## config.mk

```make
export PLATFORM = sky130hd
export DESIGN_NAME = vt4_acc
export DESIGN_NICKNAME = d
export VERILOG_FILES = /design/src/rtl/vt4_pkg.sv /design/src/rtl/vt4_acc.sv
export SDC_FILE = /design/constraint.sdc
export NUM_CORES = 2
export LEC_CHECK = 0
export BUFFER_PORTS_ARGS = -buffer_cell sky130_fd_sc_hd__buf_2
export CAP_MARGIN = 20
export CORE_AREA = 2 2 354 356
export DETAILED_ROUTE_END_ITERATION = 8
export DIE_AREA = 0 0 356 358
export PLACE_DENSITY = 0.62
export SLEW_MARGIN = 10
export SYNTH_ARGS = -nofsm -noshare
export SYNTH_HDL_FRONTEND = slang
export SYNTH_SLANG_ARGS = --single-unit
```

## constraint.sdc

```tcl
create_clock -name i_clk -period 17.9 [get_ports i_clk]
set_input_delay 0.895 -clock i_clk [delete_from_list [all_inputs] [get_ports i_clk]]
set_output_delay 0.895 -clock i_clk [all_outputs]
set_load 0.03 [all_outputs]
```

## src/rtl/vt4_pkg.sv

```systemverilog
package vt4_pkg;

    localparam int NUM_DIM        = 4;
    localparam int FIELD_W        = 32;
    localparam int REG_W          = 64;
    localparam int SLOT_BITS      = 16;
    localparam int Q_INT_BITS     = 4;
    localparam int COEF_WIDTH_DEF = 16;
    localparam int DATA_WIDTH_DEF = 32;

    // stream payload widths, padded to whole bytes
    localparam int IN_TDATA_W  = NUM_DIM * FIELD_W;
    localparam int OUT_TDATA_W = ((NUM_DIM * FIELD_W + 1 + 7) / 8) * 8;

    // identity matrix, one 0x1000 per row on the diagonal
    localparam logic [REG_W-1:0] ROW0_RESET = 64'h0000_0000_0000_1000;
    localparam logic [REG_W-1:0] ROW1_RESET = 64'h0000_0000_1000_0000;
    localparam logic [REG_W-1:0] ROW2_RESET = 64'h0000_1000_0000_0000;
    localparam logic [REG_W-1:0] ROW3_RESET = 64'h1000_0000_0000_0000;

    typedef enum logic [1:0] {
        REG_ROW0 = 2'd0,
        REG_ROW1 = 2'd1,
        REG_ROW2 = 2'd2,
        REG_ROW3 = 2'd3
    } t_cfg_idx;

endpackage

```

## src/rtl/vt4_acc.sv

```systemverilog
module vt4_acc import vt4_pkg::*; #(
    parameter int COEF_WIDTH = COEF_WIDTH_DEF,
    parameter int DATA_WIDTH = DATA_WIDTH_DEF
) (
    input  logic                                    i_clk,
    input  logic                                    i_rst_n,
    input  logic                                    i_valid,
    output logic                                    o_ready,
    input  logic signed [DATA_WIDTH+COEF_WIDTH-1:0] i_prod [NUM_DIM][NUM_DIM],
    output logic                                    o_valid,
    input  logic                                    i_ready,
    output logic signed [DATA_WIDTH-1:0]            o_res  [NUM_DIM],
    output logic                                    o_ovf
);

    localparam int PROD_W    = DATA_WIDTH + COEF_WIDTH;
    localparam int PAIR_W    = PROD_W + 1;
    localparam int SUM_W     = PROD_W + 2;
    localparam int COEF_FRAC = COEF_WIDTH - Q_INT_BITS;
    localparam int Q_W       = SUM_W - COEF_FRAC;

    logic                     r_pair_valid;
    logic                     r_sum_valid;
    logic                     r_out_valid;
    logic signed [PAIR_W-1:0] r_pair_lo [NUM_DIM];
    logic signed [PAIR_W-1:0] r_pair_hi [NUM_DIM];
    logic signed [SUM_W-1:0]  r_sum     [NUM_DIM];
    logic signed [DATA_WIDTH-1:0] r_res [NUM_DIM];
    logic                     r_ovf;

    logic                     n_out_load;
    logic                     n_sum_load;
    logic                     n_pair_load;
    logic signed [Q_W-1:0]    n_q   [NUM_DIM];
    logic signed [DATA_WIDTH-1:0] n_res [NUM_DIM];
    logic [NUM_DIM-1:0]       n_clip;

    assign n_out_load  = !r_out_valid || i_ready;
    assign n_sum_load  = !r_sum_valid || n_out_load;
    assign n_pair_load = !r_pair_valid || n_sum_load;
    assign o_ready     = n_pair_load;
    assign o_valid     = r_out_valid;
    assign o_res       = r_res;
    assign o_ovf       = r_ovf;

    always_ff @(posedge i_clk) begin
        if (!i_rst_n) begin
            r_pair_valid <= 1'b0;
            r_sum_valid  <= 1'b0;
            r_out_valid  <= 1'b0;
        end else begin
            if (n_pair_load) begin
                r_pair_valid <= i_valid;
            end
            if (n_sum_load) begin
                r_sum_valid <= r_pair_valid;
            end
            if (n_out_load) begin
                r_out_valid <= r_sum_valid;
            end
        end
    end

    // floor shift, then clamp to the signed data range
    always_comb begin
        for (int c = 0; c < NUM_DIM; c++) begin
            n_q[c] = Q_W'(r_sum[c] >>> COEF_FRAC);
            if (!n_q[c][Q_W-1] && (n_q[c][Q_W-2:DATA_WIDTH-1] != '0)) begin
                n_res[c]  = {1'b0, {(DATA_WIDTH-1){1'b1}}};
                n_clip[c] = 1'b1;
            end else if (n_q[c][Q_W-1] && !(&n_q[c][Q_W-2:DATA_WIDTH-1])) begin
                n_res[c]  = {1'b1, {(DATA_WIDTH-1){1'b0}}};
                n_clip[c] = 1'b1;
            end else begin
                n_res[c]  = n_q[c][DATA_WIDTH-1:0];
                n_clip[c] = 1'b0;
            end
        end
    end

    always_ff @(posedge i_clk) begin
        if (n_pair_load) begin
            for (int c = 0; c < NUM_DIM; c++) begin
                r_pair_lo[c] <= PAIR_W'(i_prod[0][c]) + PAIR_W'(i_prod[1][c]);
                r_pair_hi[c] <= PAIR_W'(i_prod[2][c]) + PAIR_W'(i_prod[3][c]);
            end
        end
        if (n_sum_load) begin
            for (int c = 0; c < NUM_DIM; c++) begin
                r_sum[c] <= SUM_W'(r_pair_lo[c]) + SUM_W'(r_pair_hi[c]);
            end
        end
        if (n_out_load) begin
            r_res <= n_res;
            r_ovf <= |n_clip;
        end
    end

endmodule

```

; ---- Yosys cells after proc, flatten, opt, wreduce, memory -nomap -nowiden
; Memories as Yosys holds them, arrays and structs flattened.
; Cells that the tools add are included.
[word_totals]
register_bits = 132
mem_bits_rw = 592
input_bits = 772
out_inout_bits = 131
wordCells = 70
n_memories = 3
[mem_list]
columns = name, words, width, read_ports, rd_ports_with_merged_regs, write_ports, line_no
row1 = r_sum, 4, 50, 4, 0, 4, vt4_acc.sv:27  ; logic signed [SUM_W-1:0] r_sum [NUM_DIM];
row2 = r_pair_hi, 4, 49, 4, 0, 4, vt4_acc.sv:26  ; logic signed [PAIR_W-1:0] r_pair_hi [NUM_DIM];
row3 = r_pair_lo, 4, 49, 4, 0, 4, vt4_acc.sv:25  ; logic signed [PAIR_W-1:0] r_pair_lo [NUM_DIM];
[op_classes]
add_sub_neg = 12
mux = 16
reduce_logical = 31
[op_table]
columns = op, n
row1 = adder 48 x 48 -> 49 bit, 8
row2 = adder 49 x 49 -> 50 bit, 4
row3 = two-way mux 32 bit, 4
row4 = AND reduction 6 bit, 4
row5 = nonzero test 6 bit, 4
row6 = two-way mux 1 bit, 12
row7 = zero test 1 bit, 11
row8 = logical AND 1 bit, 8
row9 = OR reduction 4 bit, 1
row10 = logical OR 1 bit, 3

; ---- Longest topological paths before layout
[logic_depth]
word_depth = 6
depth_mapped = 12
mapped_depth_nobuf = 12

; ---- Worst setup path before layout
; OpenSTA, ideal clock, no wires.
[synth_path]
path_type = input port to flip-flop
start = in i_ready
end = mem r_pair_hi[0][0] in the netlist's numbering, enable pin
setup_time_ns = 3.927
arrival_time_ns = 10.001
required_time_ns = 13.973
path_slack_ns = 3.972
cell_stages = 2
path_buffers = 0
path_cell_list = nor2b_1 -> nand3_1
[synth_rtl]
columns = item, line_no
row1 = from (decl), vt4_acc.sv:11  ; input logic i_ready,
row2 = to (decl), vt4_acc.sv:26

==> flow_metrics.env <==
export IMPL_met3_usage_pct=4.494
export IMPL_rr_startpoint="r_pair_lo[1][4]"
export IMPL_setup_ws_ns=13.64
export IMPL_cts_root_buf="clkbuf_16"
export IMPL_power_leakage_nw=25.75
export IMPL_drive_gt1_share_pct=18.63
export IMPL_worstPathRequired_ns=18.29
export IMPL_antenna_found_initial=28
export IMPL_dr_pass1_iters=6
export IMPL_clock_path_buffers=3
export IMPL_grtUsageMet2_pct=45.20
export IMPL_start_kind="input pin"
export IMPL_grt_setup_unrepaired="no"
export IMPL_cp_num_buf_inv=1
export IMPL_syn_num_nets=6310
export IMPL_cpPeakStageDelay_ns=0.65
export IMPL_dp_hpwl_mm=146.0
export IMPL_clkLatencyLatePin_ns=0.65
export IMPL_regToRegSetupSlack_ns=13.93
export IMPL_wl_per_cell_um=23.37
export IMPL_worst_path_max_fanout=3
export IMPL_post_cts_buffers=0
export IMPL_synth_adder_area_share_pct=14.70
export IMPL_synth_compound_area_share_pct=22.93
export IMPL_cts_hold_buffers=0
export IMPL_drt_vias_per_instance=5.709
export IMPL_hold_path_class="in -> reg"
export IMPL_crit_family="compound AO/OA/AOI/OAI gates"
export IMPL_dp_slack_ns=12.84
export IMPL_top_usage_layer="met2"
export IMPL_grt_pass1_vias=41760
export IMPL_cts_inserted_buffers=80
export IMPL_drv_slew=0
export IMPL_wirelength_mm=175.7
export IMPL_place_gp_congestion=0.9689
export IMPL_path_class="in -> reg"
export IMPL_netlist_area_um2=50120
export IMPL_clock_sinks=676
export IMPL_clkTransAtPathRegs_ns=0.06
export IMPL_port_buffers=902
export IMPL_ir_worst_vdd_uv=87.35
export IMPL_grt_use_total_pct=26.52
export IMPL_skew_ns=0.02342
export IMPL_slowest_stage="o21ai_0"
export IMPL_crit_end="r_pair_hi[1][46]"
export IMPL_fin_nets=7168
export IMPL_ys_flop_type="edfxtp_1"
export IMPL_initial_utilization_pct=40.64
export IMPL_ant_nets=0
export IMPL_slew_headroom_pct=26.17
export IMPL_ys_seq_elements=676
export IMPL_max_freq_mhz=234.5
export IMPL_overflow=0
export IMPL_cap_violations=0
export IMPL_finalCriticalPeriod_ns=4.264
export IMPL_setup_violations=0
export IMPL_synthMuxAreaShare_pct=0.03995
export IMPL_crit_start="i_prod[96]"
export IMPL_netlist_instances=4954
export IMPL_core_area_um2=123300
export IMPL_cp_cell_sequence="buf_2, ha_1, fa_1, a211oi_1, o21bai_1, o21ai_0, a311oi_1, o211ai_1, a2111oi_0, nand2b_1, a221o_1, a41oi_1, xnor2_1"
export IMPL_finalSetupTns_ns=0
export IMPL_die_y_um=358
export IMPL_yosys_area_share_simple_pct=11.22
export IMPL_num_vias=42920
export IMPL_status="finished, final reports clean"
export IMPL_syn_mean_instance_area_um2=10.12
export IMPL_die_area_um2=127400
export IMPL_fin_crit_sh_pct=23.82
export IMPL_grt_max_degree=163
export IMPL_rr_worst_depth=11
export IMPL_yosysSeqAreaShare_pct=40.45
export IMPL_syn_to_final_growth_pct=17.39
export IMPL_die_width_um=356
export IMPL_end_kind="flop"
export IMPL_ys_async_sr_fraction_pct=0
export IMPL_grt_use_met1_pct=33.89
export IMPL_worst_path_stages=13
export IMPL_ios=903
export IMPL_arrival_ns=4.65
export IMPL_cts_tree="done"
export IMPL_htree_levels=3
export IMPL_hold_viol=0
export IMPL_drc=0
export IMPL_first_iter_violations=3471
export IMPL_yosys_warnings=0
export IMPL_power_density_nw_per_um2=125.4
export IMPL_fp_row_count=129
export IMPL_r2r_end="r_sum[1][48]"
export IMPL_ys_types=93
export IMPL_synth_edf_count=673
export IMPL_nFillCells=11680
export IMPL_tightest_slew_ns=1.105
export IMPL_grt_first_pass_wirelength_mm=255.9
export IMPL_post_cts_resized=0
export IMPL_post_route_util_pct=47.71
export IMPL_synth_top_family_by_area="compound AO/OA/AOI/OAI gates"
export IMPL_synth_xor_area_share_pct=8.563
## registers in the layout (all words and copies together), names as in the netlist
signal / flops
r_pair_lo: 196
r_sum: 152
r_sum_valid: 1
r_pair_hi: 196
o_valid: 1
o_ovf: 1
r_pair_valid: 1
o_res: 128
## how the worst min path moves through the flow
stage | cells after the start | slack [ns] | endpoint | from
floorplan | 2 | 0.46 | r_sum_valid | r_pair_valid
global placement | 1 | 0.50 | o_res[126] | r_sum[0][42]
detailed placement | 1 | 0.50 | o_res[15] | r_sum[3][27]
CTS | 2 | 0.43 | o_valid | i_rst_n
global route | 2 | 0.49 | o_valid | i_rst_n
finish | 2 | 0.49 | o_valid | i_rst_n
## Yosys cell counts (all sizes together), types with 11 or more instances
| master | n | area (um2) |
|---|---|---|
| clkbuf | 139 | 521.8 |
| or3 | 13 | 86.33 |
| xor2 | 177 | 1550 |
| inv | 138 | 518.0 |
| xnor2 | 313 | 2741 |
| a221oi | 27 | 249.0 |
| nor3 | 86 | 435.4 |
| nor4 | 22 | 150.1 |
| o31ai | 27 | 217.7 |
| nand4 | 109 | 681.9 |
| or2 | 11 | 68.82 |
| a311oi | 11 | 102.6 |
| nand2 | 321 | 1205 |
| a211oi | 52 | 395.4 |
| nand2b | 51 | 326.6 |
| o21bai | 90 | 690.7 |
| nor2b | 71 | 444.2 |
| a31oi | 69 | 437.9 |
| a31o | 12 | 105.1 |
| nand3 | 108 | 540.5 |
| o21a | 41 | 307.8 |
| o22ai | 13 | 81.33 |
| o211ai | 36 | 270.3 |
| a21boi | 19 | 142.6 |
| nor2 | 255 | 957.2 |
| o21ai | 290 | 1459 |
| a21o | 431 | 3236 |
| a41oi | 15 | 138.9 |
| and3 | 55 | 344.1 |
| ha | 576 | 7207 |
| a2111oi | 13 | 140.1 |
| a21oi | 541 | 2711 |
| edfxtp | 673 | 20210 |
| and4 | 11 | 96.34 |
| and2 | 16 | 100.1 |
## power breakdown
| group | switching, mW | internal, mW |
|---|---|---|
| Clock | 0.678 | 0.877 |
| Sequential | 0.236 | 2.46 |
| Combinational | 1.95 | 1.18 |
## cells by family (layout without fill, tap and decap cells)
kind of cell | after synthesis | after routing
AOI/OAI and AO/OA | 1772 | 1772
and+or+nand+nor | 1151 | 1151
DFF | 676 | 676
adders and majority gates | 584 | 584
xor gates and xnor gates | 490 | 490
buffers and inverters | 279 | 1197
muxes | 2 | 2
other | 0 | 9
## routing by layer
metal	wire length, um	vias up
met5	204	-
met2	83870	1555
met4	5873	32
met3	11920	270
met1	73840	20440
li1	-	20630
## through the flow
step / hold WS, ns / cell area, um2 / power [mW] / std cells
floorplan: 0.4592 / 50120 / 4.778 / 4954
global placement: 0.4973 / 56360 / 5.800 / 7367
detailed placement: 0.5009 / 56360 / 5.820 / 7367
CTS: 0.4340 / 58810 / 7.403 / 7509
global route: 0.4938 / 58810 / 7.803 / 7512
finish: 0.4888 / 58830 / 7.376 / 7518
## cell usage in the layout (no fill, tap or decap), drive strengths merged, types with 90 or more instances in the layout
master | Yosys | layout
xnor2 | 313 | 313
nand4 | 109 | 109
nand2 | 321 | 321
clkbuf | 139 | 97
edfxtp | 673 | 673
xor2 | 177 | 177
a21oi | 541 | 541
o21ai | 290 | 290
inv | 138 | 144
nand3 | 108 | 108
o21bai | 90 | 90
nor2 | 255 | 255
buf | 2 | 917
ha | 576 | 576
a21o | 431 | 431
## final cells by class
| class | count | area [um2] | share of cell area (%) |
|---|---|---|---|
| clock inverters | 45 | 355.3 | 0.6040 |
| diodes | 9 | 22.52 | 0.03828 |
| repair buffers | 917 | 4639 | 7.886 |
| inverters | 138 | 523.0 | 0.8890 |
| well taps | 1637 | 2048 | 3.482 |
| clock buffers | 97 | 2087 | 3.548 |
| multi-input cells | 3999 | 28880 | 49.10 |
| flip-flops and latches | 676 | 20270 | 34.45 |
(Power assumes the default switching activity.)
